[src/rtl/core/c3f_pkg.sv]
// ----------------------------------------------------------------------------
// c3f_pkg - shared types and constants of the 3x3 fixed-mask filter
// Widths of the stream fields, configuration register codes, the queue
// entry passed from the front to the back, and the mask coefficient table.
// ----------------------------------------------------------------------------
`default_nettype none

package c3f_pkg;

	localparam int MAX_WIDTH   = 1024;
	localparam int MIN_WIDTH   = 3;
	localparam int MAX_HEIGHT  = 4096;
	localparam int MIN_HEIGHT  = 2;

	localparam int PIX_W       = 8;
	localparam int RES_W       = 13;
	localparam int COEF_W      = 4;
	localparam int MASK_W      = 3;
	localparam int NUM_MASKS   = 8;
	localparam int COL_W       = 10;
	localparam int WIDTH_W     = 11;
	localparam int HEIGHT_W    = 13;
	localparam int ROW_W       = 13;
	localparam int QCNT_W      = 23;
	localparam int DIV_CNT_W   = 5;

	localparam int CFG_IDX_W   = 2;
	localparam int CFG_DATA_W  = 13;

	localparam int TDATA_IN_W  = 8;
	localparam int TDATA_OUT_W = 16;

	localparam int QUEUE_DEPTH = 4;
	localparam int QPTR_W      = 2;
	localparam int QCOUNT_W    = 3;

	// line memory holds both rows above at one address: {two above, above}
	localparam int LINE_W      = 2 * PIX_W;
	localparam int CLR_W       = COL_W + 1;

	typedef enum logic [CFG_IDX_W-1:0] {
		CFG_MASK_SELECT  = 2'd0,
		CFG_IMAGE_WIDTH  = 2'd1,
		CFG_IMAGE_HEIGHT = 2'd2
	} cfg_index_t;

	// classified item from the front
	typedef struct packed {
		logic [COL_W-1:0] col;       // line memory address
		logic [PIX_W-1:0] pix;
		logic             tap0_en;   // row two above lies inside the frame
		logic             tap1_en;   // row above lies inside the frame
		logic             tap2_en;   // current pixel is real and inside the frame
		logic             emit;      // item completes a result
		logic             first_col; // result sits in column 0
		logic             eor;       // result is last of its row
		logic             eof;       // result is last of the frame
	} c3f_item_t;

	typedef logic signed [COEF_W-1:0] coef_t;

	// rows x columns per mask; codes five to seven give all-zero masks
	localparam coef_t KERNELS [NUM_MASKS][3][3] = '{
		'{'{ 4'sd0, -4'sd1,  4'sd0}, '{-4'sd1,  4'sd5, -4'sd1}, '{ 4'sd0, -4'sd1,  4'sd0}},
		'{'{ 4'sd0,  4'sd0,  4'sd0}, '{-4'sd1,  4'sd1,  4'sd0}, '{ 4'sd0,  4'sd0,  4'sd0}},
		'{'{ 4'sd0,  4'sd1,  4'sd0}, '{ 4'sd1,  4'sd4,  4'sd1}, '{ 4'sd0,  4'sd1,  4'sd0}},
		'{'{-4'sd1,  4'sd0,  4'sd1}, '{-4'sd2,  4'sd0,  4'sd2}, '{-4'sd1,  4'sd0,  4'sd1}},
		'{'{ 4'sd1, -4'sd2,  4'sd1}, '{-4'sd2,  4'sd5,  4'sd2}, '{ 4'sd1, -4'sd2,  4'sd1}},
		'{'{ 4'sd0,  4'sd0,  4'sd0}, '{ 4'sd0,  4'sd0,  4'sd0}, '{ 4'sd0,  4'sd0,  4'sd0}},
		'{'{ 4'sd0,  4'sd0,  4'sd0}, '{ 4'sd0,  4'sd0,  4'sd0}, '{ 4'sd0,  4'sd0,  4'sd0}},
		'{'{ 4'sd0,  4'sd0,  4'sd0}, '{ 4'sd0,  4'sd0,  4'sd0}, '{ 4'sd0,  4'sd0,  4'sd0}}
	};

endpackage

`default_nettype wire

[src/rtl/core/c3f_queue.sv]
// ----------------------------------------------------------------------------
// c3f_queue - short item queue between front and back
// Register-based FIFO; full comes from the stored count only.
// ----------------------------------------------------------------------------
`default_nettype none

module c3f_queue (
	input  wire logic               clk,
	input  wire logic               arst_n,
	input  wire logic               push,
	input  wire c3f_pkg::c3f_item_t push_item,
	input  wire logic               pop,
	output c3f_pkg::c3f_item_t      head_item,
	output logic                    not_empty,
	output logic                    full
);

	import c3f_pkg::*;

	c3f_item_t           mem_q [QUEUE_DEPTH];
	logic [QPTR_W-1:0]   wr_ptr_q;
	logic [QPTR_W-1:0]   rd_ptr_q;
	logic [QCOUNT_W-1:0] count_q;

	assign head_item = mem_q[rd_ptr_q];
	assign not_empty = count_q != '0;
	assign full      = count_q == QCOUNT_W'(QUEUE_DEPTH);

	always_ff @(posedge clk) begin
		if (push) begin
			mem_q[wr_ptr_q] <= push_item;
		end
	end

	always_ff @(posedge clk or negedge arst_n) begin
		if (!arst_n) begin
			wr_ptr_q <= '0;
			rd_ptr_q <= '0;
			count_q  <= '0;
		end else begin
			if (push) begin
				wr_ptr_q <= wr_ptr_q + QPTR_W'(1);
			end
			if (pop) begin
				rd_ptr_q <= rd_ptr_q + QPTR_W'(1);
			end
			if (push && !pop) begin
				count_q <= count_q + QCOUNT_W'(1);
			end else if (pop && !push) begin
				count_q <= count_q - QCOUNT_W'(1);
			end
		end
	end

	assert property (@(posedge clk) disable iff (!arst_n)
		!(pop && !not_empty) && !(push && full && !pop))
		else $error("queue overrun or underrun");

endmodule

`default_nettype wire

[config.mk]
export PLATFORM = sky130hd
export DESIGN_NAME = c3f_queue
export DESIGN_NICKNAME = d
export VERILOG_FILES = /design/src/rtl/core/c3f_pkg.sv /design/src/rtl/core/c3f_queue.sv
export SDC_FILE = /design/constraint.sdc
export NUM_CORES = 1
export LEC_CHECK = 0
export BUFFER_PORTS_ARGS = -buffer_cell sky130_fd_sc_hd__buf_2
export CORE_MARGIN = 3
export CORE_UTILIZATION = 56
export CTS_CLUSTER_SIZE = 16
export DETAILED_ROUTE_END_ITERATION = 7
export GPL_TIMING_DRIVEN = 0
export PLACE_DENSITY = 0.78
export SYNTH_ARGS = -nofsm -noshare
export SYNTH_HDL_FRONTEND = slang
export SYNTH_SLANG_ARGS = --single-unit
[constraint.sdc]
create_clock -name clk -period 2 [get_ports clk]
set_input_delay 0.4 -clock clk [delete_from_list [all_inputs] [get_ports clk]]
set_output_delay 0.4 -clock clk [all_outputs]
set_load 0.005 [all_outputs]
==> flow_metrics.py, run 1 <==
metrics = {
    "outcome": {
        "outcome": "complete, but fails checks",
        "violations": "setup timing",
    },
    "placement": {
        "place_area_mm2": 0.004446,
        "dpl.hpwl_um": 3921,
        "gp_congestion": 0.6612,
        "io_buffers": 55,
        "post-place-ws_ns": -0.1106,
    },
    "sta": {
        "worstMarginPinSlew_ns": 0.6890,
        "hold_ws_ns": 0.2401,
        "fmax_ghz": 0.4744,
        "rsz0062_at_grt": "yes",
        "slew_headroom": 0.5407,
        "finalHoldViolations": 0,
        "min_period_ns": 2.108,
        "fin_skew_ns": 0.01421,
        "setup_viol": 25,
        "slew_viol_final": 0,
        "fin_crit_sh": 1.054,
        "setup_slack_ns": -0.1080,
    },
    "floorplan": {
        "num_rows": 30,
        "die_y_um": 91.05,
        "die_area_mm2": 0.008289,
        "core_mm2": 0.006907,
        "start_util": 0.5864,
        "io_pins": 56,
        "dieWidth_um": 91.05,
    },
    "critical_path": {
        "rr_worst_depth": 3,
        "critPathKind": "flop to output port",
        "cp.arrival_ns": 1.71,
        "cp.required_ns": 1.60,
        "cp-start-kind": "flop",
        "cp_max_fo": 6,
        "cp-end-kind": "output port",
    },
    "synthesis": {
        "syn_area_mm2": 0.004050,
        "syn_nets": 200,
        "synth_cells": 165,
        "ys_seq_elements": 107,
        "synth_top_area_frac": 0.7414,
        "synth_area_per_cell_um2": 24.55,
        "synth.yosys.warnings": 0,
        "synth_cell_type_count": 19,
        "synth_area_leader_cell": "edfxtp_1",
        "synth_area_leaders": "edfxtp_1 (74%), mux4_2 (10%), mux4_1 (4.5%)",
        "synth_seq_area_share": 0.7847,
    },
    "layout": {
        "final_util": 0.6904,
        "fill_cells": 485,
        "layout-drive-gt1-share": 0.4656,
        "area_growth_pct": 17.73,
        "diodes": 0,
        "fin_area_mm2": 0.004768,
        "fin_nets": 277,
    },
    "routing": {
        "dr_total_vias": 1830,
        "detail-route-antenna-nets": 0,
        "first_pass_iters": 4,
        "wl_um": 6575,
        "routedWlPerCell_um": 19.17,
        "avgViaCountPerCell": 5.335,
        "drc_errors": 0,
        "first_iter_violations": 80,
    },
    "global_routing": {
        "grt_overflow": 0,
        "grt_pass1_wl_um": 9998,
        "grt_pass1_vias": 1922,
        "grt_start_max_net_pins": 26,
        "grt.total_usage": 0.1628,
        "antenna_found_initial": 0,
    },
    "power_and_ir_drop": {
        "leakage_nw": 1.708,
        "p_per_area_mw_per_mm2": 1357,
        "ir_drop_uv": 620.9,
        "total_power_mw": 6.471,
    },
    "clock_tree": {
        "cts_made_buffers": 9,
        "root_buffer": "clkbuf_8",
        "cts_tree": "done",
        "clk_pin_slew_ns": 0.11,
        "clock_path_buffers": 2,
        "clk-insertion-delay-late_ns": 0.36,
        "cts.sinks": 107,
        "htreeDepth": 3,
    },
    "job": {
        "cap_violations": 0,
    },
    "worst_hold_path": {
        "hp-class": "primary input to flop",
        "min_path_cells": 1,
    },
}
[synthesized netlist by cell type]
cell / n
edfxtp_1: 100
mux4_2: 18
dfrtp_1: 7
mux4_1: 7
ha_1: 5
and2_1: 4
inv_1: 4
xor2_1: 4
buf_2: 3
buf_12: 2
nand2_1: 2
xnor2_1: 2
buf_6: 1
fa_1: 1
mux2_2: 1
nor2_1: 1
nor3b_1: 1
o21ai_0: 1
or3_1: 1
[state kept, by name, summed over array words and instances (netlist names)]
signal    count
count_q       3
mem_q       100
rd_ptr_q      2
wr_ptr_q      2
[layout by cell type, fill, tap and decap left out, drive strengths merged]
cell         instances
xor2                 4
or3                  1
mux4                25
fa                   1
mux2                 1
and2                 4
o21ai                1
nand2                2
edfxtp             100
xnor2                2
buf                 68
inv                  5
clkinv               5
dlygate4sd3          1
nor2                 1
nor3b                1
clkbuf              13
dfrtp                7
ha                   5
[layout make-up]
cell class,count,area [um2],area share
Clock inverter,6,51.30,0.01076
Clock buffer,10,127.6,0.02676
Timing Repair Buffer,66,419.2,0.08790
Tap cell,96,120.1,0.02519
Multi-Input combinational cell,48,777.0,0.1629
Inverter,4,15.01,0.003149
Buffer,6,78.83,0.01653
Sequential cell,107,3179,0.6668
[path summary, 6_finish.rpt]
check | from | to | slack, ns
min reg2reg | count_q[2] | count_q[2] | 0.49
min in group asynchronous | arst_n | count_q[0] | 0.40
max in group asynchronous | arst_n | rd_ptr_q[0] | 1.41
max reg2reg | wr_ptr_q[1] | mem_q[1][13] | 0.38
max | rd_ptr_q[0] | head_item[9] | -0.11
min | push_item[10] | mem_q[2][10] | 0.24
[power breakdown]
part / internal, mW / switching [mW]
logic: 1.24 / 0.951
clock network: 0.469 / 0.710
registers: 2.95 / 0.151
[timing repair]
action	4_1_cts	5_1_grt
resized for setup	8	7
setup buffers	4	3
gates cloned	0	3
setup endpoints to repair	111	25
hold buffers	1	0
hold endpoints to repair	7	0
[through the flow]
stage | std cells | TNS (ns)
final | 343 | -2.104
after global routing | 343 | -4.002
after CTS | 337 | -2.120
after detailed placement | 316 | -7.913
after global placement | 316 | -2.998
after floorplan | 165 | 0
[logic make-up after synthesis]
| family | synth area share |
|---|---|
| AO/OA/AOI/OAI | 0.001235 |
| AND/OR/NAND/NOR | 0.01236 |
| XOR/XNOR | 0.01297 |
| buffers and inverters | 0.02008 |
| adder cells (fa/ha/maj) | 0.02039 |
| multiplexers | 0.1483 |
| flip-flops | 0.7847 |
[layer usage]
metal,global-route usage,vias to the layer above,part of all wire
met2,0.2624,46,0.50
met1,0.2116,938,0.44
met3,0.03397,11,0.036
li1,-,835,-
met5,0,-,0
met4,0.08291,0,0.016
[worst max-delay path, cell delays in order, from the launching register on]
cell	delay [ns]
dfrtp_2	0.42
buf_8	0.15
clkbuf_16	0.15
mux4_2	0.49
buf_2	0.14
No activity file was read; power rests on OpenSTA's default activity.
==> run 2: changes to the inputs <==
--- a/config.mk
+++ b/config.mk
@@ -12,6 +12,7 @@
 export DETAILED_ROUTE_END_ITERATION = 7
 export GPL_TIMING_DRIVEN = 0
 export PLACE_DENSITY = 0.78
+export SETUP_SLACK_MARGIN = 0.1
 export SYNTH_ARGS = -nofsm -noshare
 export SYNTH_HDL_FRONTEND = slang
 export SYNTH_SLANG_ARGS = --single-unit
==> run 2 against run 1 <==
- the flow still finishes with violations (setup timing)
- utilization is 0.76 points lower
- clock skew is 0.00088 ns lower
- non-clock buffer count is 4 lower
- sequential share of layout area is 0.72 points higher
- die area stayed put
- via count is 0.77% lower
- wire length is 3.0% lower
- maximum frequency is 0.33% lower
- critical path depth stayed put
- highest routed layer unchanged
==> flow_metrics.py, run 2 (synthesis gave the netlist of run 1 again) <==
metrics = {
    "critical_path": {
        "cp_max_fo": 10,
        "cp-start-kind": "flop",
        "cp.required_ns": 1.60,
        "r2r_end": "mem_q[0][13]",
        "rr_worst_depth": 3,
        "path_delay_family": "multiplexers",
        "r2r_slack_ns": 0.38,
        "path_buf_inv": 3,
        "cp_slowest_cell": "mux4_2",
        "crit_chain": "buf_8, buf_12, mux4_2, buf_2",
        "reg2reg_from": "wr_ptr_q[0]",
        "critPathKind": "flop to output port",
        "cp-end-kind": "output port",
        "cp.arrival_ns": 1.72,
        "max_stage_delay_ns": 0.51,
    },
    "floorplan": {
        "die_y_um": 91.05,
        "dieWidth_um": 91.05,
        "die_area_mm2": 0.008289,
        "core_mm2": 0.006907,
        "io_pins": 56,
        "num_rows": 30,
        "start_util": 0.5864,
    },
    "routing": {
        "first_pass_iters": 4,
        "drc_errors": 0,
        "avgViaCountPerCell": 5.357,
        "dr_total_vias": 1816,
        "wl_um": 6381,
        "first_iter_violations": 104,
        "routedWlPerCell_um": 18.82,
        "detail-route-antenna-nets": 0,
    },
    "clock_tree": {
        "clk_pin_slew_ns": 0.11,
        "cts_made_buffers": 9,
        "clock_path_buffers": 2,
        "cts_tree": "done",
        "root_buffer": "clkbuf_8",
        "cts.sinks": 107,
        "clk-insertion-delay-late_ns": 0.36,
        "htreeDepth": 3,
    },
    "power_and_ir_drop": {
        "p_seq_frac": 0.489,
        "switching_share": 0.2805,
        "power_switching_mw": 1.772,
        "comb_power_share": 0.324,
        "ir_drop_uv": 619.3,
        "p_int_mw": 4.544,
        "clockPowerShare": 0.187,
        "total_power_mw": 6.315,
        "p_per_area_mw_per_mm2": 1339,
        "leakage_nw": 1.688,
    },
    "sta": {
        "hold_ws_ns": 0.2419,
        "setup_slack_ns": -0.1151,
        "fin_crit_sh": 1.058,
        "slew_viol_final": 0,
        "setup_viol": 25,
        "rsz0062_at_grt": "yes",
        "finalHoldViolations": 0,
        "slew_headroom": 0.5438,
        "fin_skew_ns": 0.01333,
        "worstMarginPinSlew_ns": 0.6842,
        "fmax_ghz": 0.4728,
        "min_period_ns": 2.115,
    },
    "global_routing": {
        "grt_pass1_wl_um": 10050,
        "grt.total_usage": 0.1635,
        "grt_start_max_net_pins": 26,
        "antenna_found_initial": 0,
        "grt_overflow": 0,
        "grt_pass1_vias": 1932,
    },
    "layout": {
        "fin_area_mm2": 0.004716,
        "layoutNonFillerInstCount": 339,
        "largest_reg_flops": 100,
        "reg_top3": "mem_q x100, count_q x3",
        "layout-drive-gt1-share": 0.4403,
        "fill_cells": 491,
        "fin_nets": 273,
        "area_growth_pct": 16.43,
        "final_common_cell": "edfxtp_1",
        "diodes": 0,
        "layout_common_cells": "edfxtp_1 (100), buf_2 (54), mux4_2 (20)",
        "regMostFlops": "mem_q",
    },
    "outcome": {
        "outcome": "complete, but fails checks",
        "violations": "setup timing",
    },
    "placement": {
        "dp_cells": 316,
        "io_buffers": 55,
        "post-place-ws_ns": -0.1106,
        "place_area_mm2": 0.004446,
        "dpl.hpwl_um": 3921,
        "gp_congestion": 0.6612,
    },
    "worst_hold_path": {
        "min_path_cells": 1,
        "hp-class": "primary input to flop",
        "hold_path.startpoint": "push_item[10]",
        "hold_path_end": "mem_q[2][10]",
    },
    "job": {
        "cap_violations": 0,
    },
}
[run 2: cell types whose count changed in the layout (fill, tap and decap cells not counted)]
cell	change
mux4_1	+3
buf_4	-1
mux4_2	-3
buf_2	-1
dfrtp_1	+1
clkbuf_16	-2
dfrtp_2	-1
[run 2: per-layer routing]
layer  part of all wire  routed length (um)  GRT usage  vias to the layer above
met5                  0                   0          0                        -
met4             0.0075                  48    0.08291                        0
met3              0.041                 263    0.03397                        5
met2               0.52                3326     0.2630                       50
met1               0.43                2742     0.2135                      933
li1                   -                   -          -                      828
[run 2: area by class of cell]
cell class              instances  area (um2)  area share
clock buffers                  10       127.6     0.02706
clock inverters                 6       51.30     0.01088
plain buffers                   6       81.33     0.01725
well taps                      96       120.1     0.02547
inverters                       4       15.01    0.003184
multi-input cells              48       788.3      0.1672
flip-flops and latches        107        3178      0.6739
repair buffers                 62       354.1     0.07509
[run 2: power groups by stage]
| stage | logic (mW) | clock network, mW | registers (mW) |
|---|---|---|---|
| floorplan | 1.25 | 0 | 3.09 |
| global placement | 1.86 | 0 | 3.12 |
| detailed placement | 1.91 | 0 | 3.15 |
| CTS | 2.03 | 1.21 | 3.09 |
| global route | 2.23 | 1.29 | 3.13 |
| finish | 2.04 | 1.18 | 3.09 |
[run 2: how the worst max path moves through the flow]
stage	from	endpoint	depth (start not counted)
after floorplan	wr_ptr_q[0]	mem_q[0][0]	3
after global placement	wr_ptr_q[0]	mem_q[0][19]	3
after detailed placement	wr_ptr_q[1]	mem_q[1][19]	3
after CTS	rd_ptr_q[0]	head_item[2]	4
after global routing	rd_ptr_q[0]	head_item[8]	4
final	rd_ptr_q[0]	head_item[4]	4
[run 2: timing repair]
item,in CTS,in global routing
setup endpoints to repair,125,25
buffers inserted,5,0
endpoints found under the hold margin,7,0
gates cloned,0,1
hold buffers,1,0
resized for setup,10,2
[run 2: stage by stage]
stage / setup TNS [ns] / utilization
floorplan: 0 / -
global placement: -2.998 / 0.6437
detailed placement: -7.913 / 0.6437
CTS: -1.991 / 0.6788
global route: -3.955 / 0.6828
finish: -2.024 / 0.6828
[run 2: worst register-to-register path: cells and delay by family, from the launching register on]
kind / cells / cell delay [ns]
simple gates: 1 / 0.58
flops: 1 / 0.44
fa+ha+maj: 1 / 0.14
buf+inv: 1 / 0.10
