<file path="src/rtl/core/c3f_pkg.sv">
// ----------------------------------------------------------------------------
// c3f_pkg - shared types and constants of the 3x3 fixed-mask filter
// Widths of the stream fields, configuration register codes, the queue
// entry passed from the front to the back, and the mask coefficient table.
// ----------------------------------------------------------------------------
`default_nettype none

package c3f_pkg;

	localparam int MAX_WIDTH   = 1024;
	localparam int MIN_WIDTH   = 3;
	localparam int MAX_HEIGHT  = 4096;
	localparam int MIN_HEIGHT  = 2;

	localparam int PIX_W       = 8;
	localparam int RES_W       = 13;
	localparam int COEF_W      = 4;
	localparam int MASK_W      = 3;
	localparam int NUM_MASKS   = 8;
	localparam int COL_W       = 10;
	localparam int WIDTH_W     = 11;
	localparam int HEIGHT_W    = 13;
	localparam int ROW_W       = 13;
	localparam int QCNT_W      = 23;
	localparam int DIV_CNT_W   = 5;

	localparam int CFG_IDX_W   = 2;
	localparam int CFG_DATA_W  = 13;

	localparam int TDATA_IN_W  = 8;
	localparam int TDATA_OUT_W = 16;

	localparam int QUEUE_DEPTH = 4;
	localparam int QPTR_W      = 2;
	localparam int QCOUNT_W    = 3;

	// line memory holds both rows above at one address: {two above, above}
	localparam int LINE_W      = 2 * PIX_W;
	localparam int CLR_W       = COL_W + 1;

	typedef enum logic [CFG_IDX_W-1:0] {
		CFG_MASK_SELECT  = 2'd0,
		CFG_IMAGE_WIDTH  = 2'd1,
		CFG_IMAGE_HEIGHT = 2'd2
	} cfg_index_t;

	// classified item from the front
	typedef struct packed {
		logic [COL_W-1:0] col;       // line memory address
		logic [PIX_W-1:0] pix;
		logic             tap0_en;   // row two above lies inside the frame
		logic             tap1_en;   // row above lies inside the frame
		logic             tap2_en;   // current pixel is real and inside the frame
		logic             emit;      // item completes a result
		logic             first_col; // result sits in column 0
		logic             eor;       // result is last of its row
		logic             eof;       // result is last of the frame
	} c3f_item_t;

	typedef logic signed [COEF_W-1:0] coef_t;

	// rows x columns per mask; codes five to seven give all-zero masks
	localparam coef_t KERNELS [NUM_MASKS][3][3] = '{
		'{'{ 4'sd0, -4'sd1,  4'sd0}, '{-4'sd1,  4'sd5, -4'sd1}, '{ 4'sd0, -4'sd1,  4'sd0}},
		'{'{ 4'sd0,  4'sd0,  4'sd0}, '{-4'sd1,  4'sd1,  4'sd0}, '{ 4'sd0,  4'sd0,  4'sd0}},
		'{'{ 4'sd0,  4'sd1,  4'sd0}, '{ 4'sd1,  4'sd4,  4'sd1}, '{ 4'sd0,  4'sd1,  4'sd0}},
		'{'{-4'sd1,  4'sd0,  4'sd1}, '{-4'sd2,  4'sd0,  4'sd2}, '{-4'sd1,  4'sd0,  4'sd1}},
		'{'{ 4'sd1, -4'sd2,  4'sd1}, '{-4'sd2,  4'sd5,  4'sd2}, '{ 4'sd1, -4'sd2,  4'sd1}},
		'{'{ 4'sd0,  4'sd0,  4'sd0}, '{ 4'sd0,  4'sd0,  4'sd0}, '{ 4'sd0,  4'sd0,  4'sd0}},
		'{'{ 4'sd0,  4'sd0,  4'sd0}, '{ 4'sd0,  4'sd0,  4'sd0}, '{ 4'sd0,  4'sd0,  4'sd0}},
		'{'{ 4'sd0,  4'sd0,  4'sd0}, '{ 4'sd0,  4'sd0,  4'sd0}, '{ 4'sd0,  4'sd0,  4'sd0}}
	};

endpackage

`default_nettype wire

</file>
<file path="src/rtl/core/c3f_front.sv">
// ----------------------------------------------------------------------------
// c3f_front - configuration registers and stream position tracking
// Accepts pixels, tracks the input and result positions in the frame and
// classifies each item for the back. After a register write the result
// column is rebuilt from the result count by a bit-serial remainder unit.
// ----------------------------------------------------------------------------
`default_nettype none

module c3f_front (
	input  wire logic                             clk,
	input  wire logic                             arst_n,
	input  wire logic                             cfg_valid,
	output logic                                  cfg_ready,
	input  wire logic [c3f_pkg::CFG_IDX_W-1:0]    cfg_index,
	input  wire logic [c3f_pkg::CFG_DATA_W-1:0]   cfg_data,
	input  wire logic                             s_tvalid,
	output logic                                  s_tready,
	input  wire logic [c3f_pkg::TDATA_IN_W-1:0]   s_tdata,
	input  wire logic                             s_tuser,
	input  wire logic                             clear_busy,
	input  wire logic                             q_full,
	output logic                                  push,
	output c3f_pkg::c3f_item_t                    push_item,
	output logic      [c3f_pkg::MASK_W-1:0]       mask
);

	import c3f_pkg::*;

	logic [MASK_W-1:0]    mask_q;
	logic [WIDTH_W-1:0]   w_q;
	logic [HEIGHT_W-1:0]  h_q;
	logic [QCNT_W-1:0]    hw_q;
	logic [COL_W-1:0]     col_q;
	logic [ROW_W-1:0]     row_q;
	logic [QCNT_W-1:0]    out_count_q;
	logic [COL_W-1:0]     out_col_q;
	logic [DIV_CNT_W-1:0] div_cnt_q;

	logic                 cfg_wr;
	logic                 busy;
	logic                 wrap_in;
	logic [COL_W-1:0]     col0;
	logic [ROW_W-1:0]     row0;
	logic [ROW_W:0]       r_ext;
	logic [ROW_W:0]       h_ext;
	logic                 emit;
	logic [WIDTH_W-1:0]   col_inc;
	logic                 col_wrap;
	logic [WIDTH_W-1:0]   oc_inc;
	logic [COL_W-1:0]     oc_next;
	logic                 first_col;
	logic                 eor;
	logic                 eof;
	logic [QCNT_W:0]      hw_full;
	logic [DIV_CNT_W-1:0] div_idx;
	logic [WIDTH_W-1:0]   div_shift;
	logic [COL_W-1:0]     div_rem;

	function automatic logic [WIDTH_W-1:0] clamp_width(input logic [WIDTH_W-1:0] v);
		logic [WIDTH_W-1:0] r;
		r = v;
		if (v < WIDTH_W'(MIN_WIDTH)) begin
			r = WIDTH_W'(MIN_WIDTH);
		end else if (v > WIDTH_W'(MAX_WIDTH)) begin
			r = WIDTH_W'(MAX_WIDTH);
		end
		return r;
	endfunction

	function automatic logic [HEIGHT_W-1:0] clamp_height(input logic [HEIGHT_W-1:0] v);
		logic [HEIGHT_W-1:0] r;
		r = v;
		if (v < HEIGHT_W'(MIN_HEIGHT)) begin
			r = HEIGHT_W'(MIN_HEIGHT);
		end else if (v > HEIGHT_W'(MAX_HEIGHT)) begin
			r = HEIGHT_W'(MAX_HEIGHT);
		end
		return r;
	endfunction

	assign cfg_ready = 1'b1;
	assign cfg_wr    = cfg_valid & cfg_ready;
	assign busy      = div_cnt_q != '0;
	// hold the stream while a register write is offered
	assign s_tready  = !busy && !clear_busy && !q_full && !cfg_valid;
	assign push      = s_tvalid & s_tready;
	assign mask      = mask_q;

	// column past the current width wraps to the next row before use
	assign wrap_in = {1'b0, col_q} >= w_q;
	assign col0    = wrap_in ? '0 : col_q;
	assign row0    = wrap_in ? row_q + ROW_W'(1) : row_q;
	assign r_ext   = {1'b0, row0};
	assign h_ext   = {1'b0, h_q};

	assign emit     = (row0 >= ROW_W'(2)) || ((row0 == ROW_W'(1)) && (col0 != '0));
	assign col_inc  = {1'b0, col0} + WIDTH_W'(1);
	assign col_wrap = col_inc >= w_q;

	assign first_col = out_col_q == '0;
	assign eor       = {1'b0, out_col_q} == (w_q - WIDTH_W'(1));
	assign eof       = ({1'b0, out_count_q} + (QCNT_W+1)'(1)) >= {1'b0, hw_q};
	assign oc_inc    = {1'b0, out_col_q} + WIDTH_W'(1);
	assign oc_next   = (oc_inc == w_q) ? '0 : oc_inc[COL_W-1:0];

	assign hw_full = w_q * h_q;

	// one quotient bit per cycle, remainder kept in the result column register
	assign div_idx   = div_cnt_q - DIV_CNT_W'(1);
	assign div_shift = {out_col_q, out_count_q[div_idx]};
	assign div_rem   = (div_shift >= w_q) ? COL_W'(div_shift - w_q) : div_shift[COL_W-1:0];

	always_comb begin
		push_item.col       = col0;
		push_item.pix       = s_tdata[PIX_W-1:0];
		push_item.tap0_en   = (row0 >= ROW_W'(2)) && (r_ext < h_ext + (ROW_W+1)'(2));
		push_item.tap1_en   = (row0 != '0) && (r_ext < h_ext + (ROW_W+1)'(1));
		push_item.tap2_en   = (r_ext < h_ext) && !s_tuser;
		push_item.emit      = emit;
		push_item.first_col = first_col;
		push_item.eor       = eor;
		push_item.eof       = eof;
	end

	always_ff @(posedge clk or negedge arst_n) begin
		if (!arst_n) begin
			hw_q <= QCNT_W'(MAX_WIDTH * MAX_WIDTH);
		end else begin
			hw_q <= hw_full[QCNT_W-1:0];
		end
	end

	always_ff @(posedge clk or negedge arst_n) begin
		if (!arst_n) begin
			mask_q      <= '0;
			w_q         <= WIDTH_W'(MAX_WIDTH);
			h_q         <= HEIGHT_W'(MAX_WIDTH);
			col_q       <= '0;
			row_q       <= '0;
			out_count_q <= '0;
			out_col_q   <= '0;
			div_cnt_q   <= '0;
		end else if (cfg_wr) begin
			unique case (cfg_index)
				CFG_MASK_SELECT:  mask_q <= cfg_data[MASK_W-1:0];
				CFG_IMAGE_WIDTH:  w_q    <= clamp_width(cfg_data[WIDTH_W-1:0]);
				CFG_IMAGE_HEIGHT: h_q    <= clamp_height(cfg_data[HEIGHT_W-1:0]);
				default: ;
			endcase
			// rebuild the result column against the new width
			out_col_q <= '0;
			div_cnt_q <= DIV_CNT_W'(QCNT_W);
		end else if (busy) begin
			out_col_q <= div_rem;
			div_cnt_q <= div_idx;
		end else if (push) begin
			if (col_wrap) begin
				col_q <= '0;
				row_q <= row0 + ROW_W'(1);
			end else begin
				col_q <= col_inc[COL_W-1:0];
				row_q <= row0;
			end
			if (emit) begin
				if (eof) begin
					col_q       <= '0;
					row_q       <= '0;
					out_count_q <= '0;
					out_col_q   <= '0;
				end else begin
					out_count_q <= out_count_q + QCNT_W'(1);
					out_col_q   <= oc_next;
				end
			end
		end
	end

	assert property (@(posedge clk) disable iff (!arst_n)
		!busy |-> ({1'b0, out_col_q} < w_q))
		else $error("result column not below the row width");

	assert property (@(posedge clk) disable iff (!arst_n)
		(push && emit && eof) |=> (out_count_q == '0 && row_q == '0 && col_q == '0))
		else $error("frame end did not return the counters to zero");

endmodule

`default_nettype wire

</file>
<file path="config.mk">
export PLATFORM = sky130hd
export DESIGN_NAME = c3f_front
export DESIGN_NICKNAME = d
export VERILOG_FILES = /design/src/rtl/core/c3f_pkg.sv /design/src/rtl/core/c3f_front.sv
export SDC_FILE = /design/constraint.sdc
export NUM_CORES = 1
export LEC_CHECK = 0
export ABC_AREA = 1
export ABC_CLOCK_PERIOD_IN_PS = 12200
export BUFFER_PORTS_ARGS = -buffer_cell sky130_fd_sc_hd__buf_4
export CORE_ASPECT_RATIO = 0.6
export CORE_MARGIN = 2
export CORE_UTILIZATION = 40
export DETAILED_ROUTE_END_ITERATION = 10
export GPL_ROUTABILITY_DRIVEN = 1
export PLACE_DENSITY_LB_ADDON = 0.08
export SETUP_SLACK_MARGIN = 0.15
export SYNTH_ARGS = -nofsm -noshare
export SYNTH_HDL_FRONTEND = slang
export SYNTH_SLANG_ARGS = --single-unit
</file>
<file path="constraint.sdc">
create_clock -name clk -period 12.2 [get_ports clk]
set_input_delay 2.44 -clock clk [delete_from_list [all_inputs] [get_ports clk]]
set_output_delay 2.44 -clock clk [all_outputs]
set_load 0.01 [all_outputs]
</file>
==> metrics <==
cts bufs inserted 9; hold path depth 2; worst slack on hold paths 0.495 ns; Area after DPL 0.0155 mm2; detailed-routing iteration count for the pre-antenna-repair pass 5; unrepaired setup endpoints after global routing no; global-route wire length before repair 71400 um; fraction of the mapped netlist area in adder cells a little over a quarter; endpoint required time on the critical path 9.76 ns; final worst path period need about 7.2 ns; via count of the first global-routing pass approximately 12000; Cell Area, Synth 0.0150 mm2; measured slew at the worst slew-check pin 0.895 ns; final worst path period share 59.0%; GR Overflow Total 0; largest net degree at the start of global routing 69; worst setup path end push_item[6]; DRC errors left 0; share of the synthesized area in compound gates (AO/OA/AOI/OAI) 8.56%; port buffer count 43; run status finished clean; Yosys Warn Count 0; worst clock skew about 0.020 ns; count of hold buffers inserted by post-cts repair 0; Startpoint Class register; Final TNS setup 0 ns; Die Footprint slightly below 0.04 mm2; kind of end point of the critical path output pin; relative slew slack approximately 40%; Clk Latency, worst-skew pair 0.39 ns; Max VDD drop 85.4 uV; width of the die 254 um; Pins Over Slew Limit 0; weighted congestion at the end of routability-driven global placement 0.889; Fmax achieved ~140 MHz; Yosys cell types 53; number of levels in the clock H-tree 3; Initial DRC Count 1165; arrival time at the worst endpoint 4.76 ns; reg-to-reg slack, setup 6.06 ns; P per Cell Area 148 mW/mm2; count of state elements after synthesis 111; sinks on the clock net roughly 110; XOR/XNOR Fraction of Synth Area 5.90%; synthesis-to-finish area growth 5.78%; core region area 0.0366 mm2; Tightest Hold Check Type reg2reg; total routing usage reported by global routing 23.8%; diodes inserted 0; final routed wire length divided by cell count 17.3 um; total number of vias 13300; DP Wirelength 36200 um; finished layout cell area 0.0159 mm2; deepest clock path buffer count 2; Reg2Reg Launch Point w_q[6]$_DFFE_PN0P_; crit path from w_q[6]$_DFFE_PN0P_; total wire length after detailed routing around 45000 um; r2r endpoint row_q[10]$_DFFE_PN0P_; Die Height 154 um; ratio of cells with drive above 1 in the final layout 6.22%; total number of placement rows 54; combinational family with the most area after synthesis adder cells; register clock-pin slew on the reported worst setup and hold paths 0.09 ns; simple-gate share of the synthesized area 26.6%; CTS-repair resized insts 0; Avg Synthesized Cell Area around 7 um2; Crit Path Max Fanout 25; leakage dissipation 0.00851 uW; CTS tree yes; top-level I/O count just over 60; cells on worst reg2reg path 26; Filler Cells Inserted 3890; number of endpoints with negative hold slack in the final report 0; antenna violations before repair 0; Syn Inst Count 2124; max-cap violation count 0; start-to-end type of the worst setup path reg2out; number of nets with antenna violations after routing 0; CTS Root Buffer Type sky130_fd_sc_hd__clkbuf_16; layout net count between 2000 and 2500; share of cell area taken by muxes after synthesis 0.0751%; via-per-instance ratio around 5.1; synthesized net count about 2400; Finish-stage setup viols 0; setup fix buffers added after clock tree synthesis 0; register area share after synthesis 18.6%; starting utilization of the core area roughly two fifths
worst min-delay path by stage:
stage	start	to	slack, ns
6_report	mask[2]$_DFFE_PN0P_	mask[2]$_DFFE_PN0P_	0.50
2_1_floorplan	col_q[0]$_DFFE_PN0P_	col_q[0]$_DFFE_PN0P_	0.45
3_5_place_dp	mask[2]$_DFFE_PN0P_	mask[2]$_DFFE_PN0P_	0.48
3_3_place_gp	mask[0]$_DFFE_PN0P_	mask[0]$_DFFE_PN0P_	0.48
4_1_cts	mask[2]$_DFFE_PN0P_	mask[2]$_DFFE_PN0P_	0.50
5_1_grt	mask[2]$_DFFE_PN0P_	mask[2]$_DFFE_PN0P_	0.52
worst max-delay path: stages (launching register included):
cell and delay (ns):
sky130_fd_sc_hd__dfrtp_1 0.82, sky130_fd_sc_hd__inv_1 0.37, sky130_fd_sc_hd__ha_1 0.40, sky130_fd_sc_hd__nand2_1 0.09, sky130_fd_sc_hd__inv_1 0.04, sky130_fd_sc_hd__a21oi_1 0.14, sky130_fd_sc_hd__nand2_1 0.09, sky130_fd_sc_hd__nand2_2 0.31
sky130_fd_sc_hd__nand2_8 0.21, sky130_fd_sc_hd__nand2_1 0.12, sky130_fd_sc_hd__nand2_2 0.10, sky130_fd_sc_hd__inv_1 0.20, sky130_fd_sc_hd__ha_1 0.28, sky130_fd_sc_hd__a21oi_1 0.15, sky130_fd_sc_hd__o21ai_0 0.10, sky130_fd_sc_hd__a21oi_1 0.13
sky130_fd_sc_hd__nor2_1 0.06, sky130_fd_sc_hd__a211oi_1 0.32, sky130_fd_sc_hd__o21ai_0 0.15, sky130_fd_sc_hd__nor2_1 0.13, sky130_fd_sc_hd__buf_4 0.14
placed cells by master (no fill, tap or decap), types with 9 or more instances in the layout:
cell type	n
sky130_fd_sc_hd__nand4_1	38
sky130_fd_sc_hd__ha_1	164
sky130_fd_sc_hd__nand3_1	126
sky130_fd_sc_hd__nand2_1	548
sky130_fd_sc_hd__nand2_2	10
sky130_fd_sc_hd__a21oi_1	83
sky130_fd_sc_hd__buf_4	51
sky130_fd_sc_hd__xnor2_1	28
sky130_fd_sc_hd__o22ai_1	18
sky130_fd_sc_hd__nor2_1	126
sky130_fd_sc_hd__o21ai_0	66
sky130_fd_sc_hd__inv_1	414
sky130_fd_sc_hd__dfrtp_1	108
sky130_fd_sc_hd__o21ai_2	18
sky130_fd_sc_hd__xor2_1	73
sky130_fd_sc_hd__nand3_2	12
sky130_fd_sc_hd__nor3_1	27
sky130_fd_sc_hd__fa_1	98
sky130_fd_sc_hd__clkbuf_16	9
stage by stage:
| step | util [%] | total power, uW | cells | setup slack, ns |
|---|---|---|---|---|
| 6_report | 43.3 | 2350 | 2609 | 5.00 |
| 5_1_grt | 43.3 | 2610 | 2609 | 4.54 |
| 4_1_cts | 43.3 | 2370 | 2609 | 5.04 |
| 3_5_place_dp | 42.5 | 2020 | 2593 | 5.26 |
| 3_3_place_gp | 42.5 | 2010 | 2593 | 5.36 |
| 2_1_floorplan | - | 1650 | 2124 | 6.27 |
cells in the mapped netlist (all sizes together):
cell / instances / share of area, %
nand2: 559 / 14
inv: 418 / 10
ha: 164 / 14
nand3: 138 / 5.0
nor2: 137 / 3.8
dfrtp: 108 / 18
fa: 98 / 13
o21ai: 89 / 3.4
a21oi: 83 / 2.8
xor2: 73 / 4.3
clkbuf: 56 / 1.4
nand4: 38 / 1.6
buf: 30 / 1.7
xnor2: 28 / 1.6
nor3: 27 / 0.90
o22ai: 18 / 0.75
nor4: 8 / 0.33
o211ai: 8 / 0.40
nand3b: 5 / 0.25
a211oi: 4 / 0.20
a22oi: 4 / 0.20
a31oi: 3 / 0.13
dfstp: 3 / 0.53
o31ai: 3 / 0.15
or2: 3 / 0.13
a21o: 2 / 0.10
and3: 2 / 0.083
nor3b: 2 / 0.10
o21a: 2 / 0.10
o41ai: 2 / 0.12
a21boi: 1 / 0.050
a221oi: 1 / 0.058
and2: 1 / 0.042
clkinv: 1 / 0.025
conb: 1 / 0.025
mux2: 1 / 0.075
o21bai: 1 / 0.050
o2bb2ai: 1 / 0.058
or3b: 1 / 0.058
per-layer routing:
layer / routed length (um) / up-vias / part of all wire [%] / track usage (%)
met5: 0 / - / 0 / 0
met4: 610 / 0 / 1.4 / 4.15
met3: 3730 / 30 / 8.3 / 6.77
met2: 16900 / 362 / 38 / 30.4
met1: 23800 / 6385 / 53 / 38.5
li1: - / 6571 / - / -
state kept, by name, summed over array words and instances (netlist names):
signal,cells
col_q,10
div_cnt_q,5
h_q,13
hw_q,23
mask,3
out_col_q,10
out_count_q,23
row_q,13
w_q,11
where the power goes:
group | internal [uW] | switching [uW]
clock | 148 | 181
combinational | 555 | 894
sequential | 441 | 134
total | 1140 | 1210
logic make-up (layout without fill, tap and decap cells):
| kind of cell | count (synthesis) | after routing |
|---|---|---|
| and+or+nand+nor | 921 | 921 |
| muxes | 1 | 1 |
| AOI/OAI and AO/OA | 222 | 222 |
| DFF | 111 | 111 |
| xor gates and xnor gates | 101 | 101 |
| buffers and inverters | 505 | 486 |
| other | 1 | 1 |
| adders and majority gates | 262 | 262 |
area by class of cell:
cell class | instances | area, um2 | share of cell area, %
clock buffers | 9 | 225 | 1.42
clock inverters | 7 | 85.1 | 0.537
inverters | 419 | 1570 | 9.92
multi-input cells | 1508 | 10200 | 64.2
flip-flops and latches | 111 | 2780 | 17.5
well taps | 504 | 631 | 3.98
repair buffers | 51 | 383 | 2.41
(Power assumes the default switching activity.)
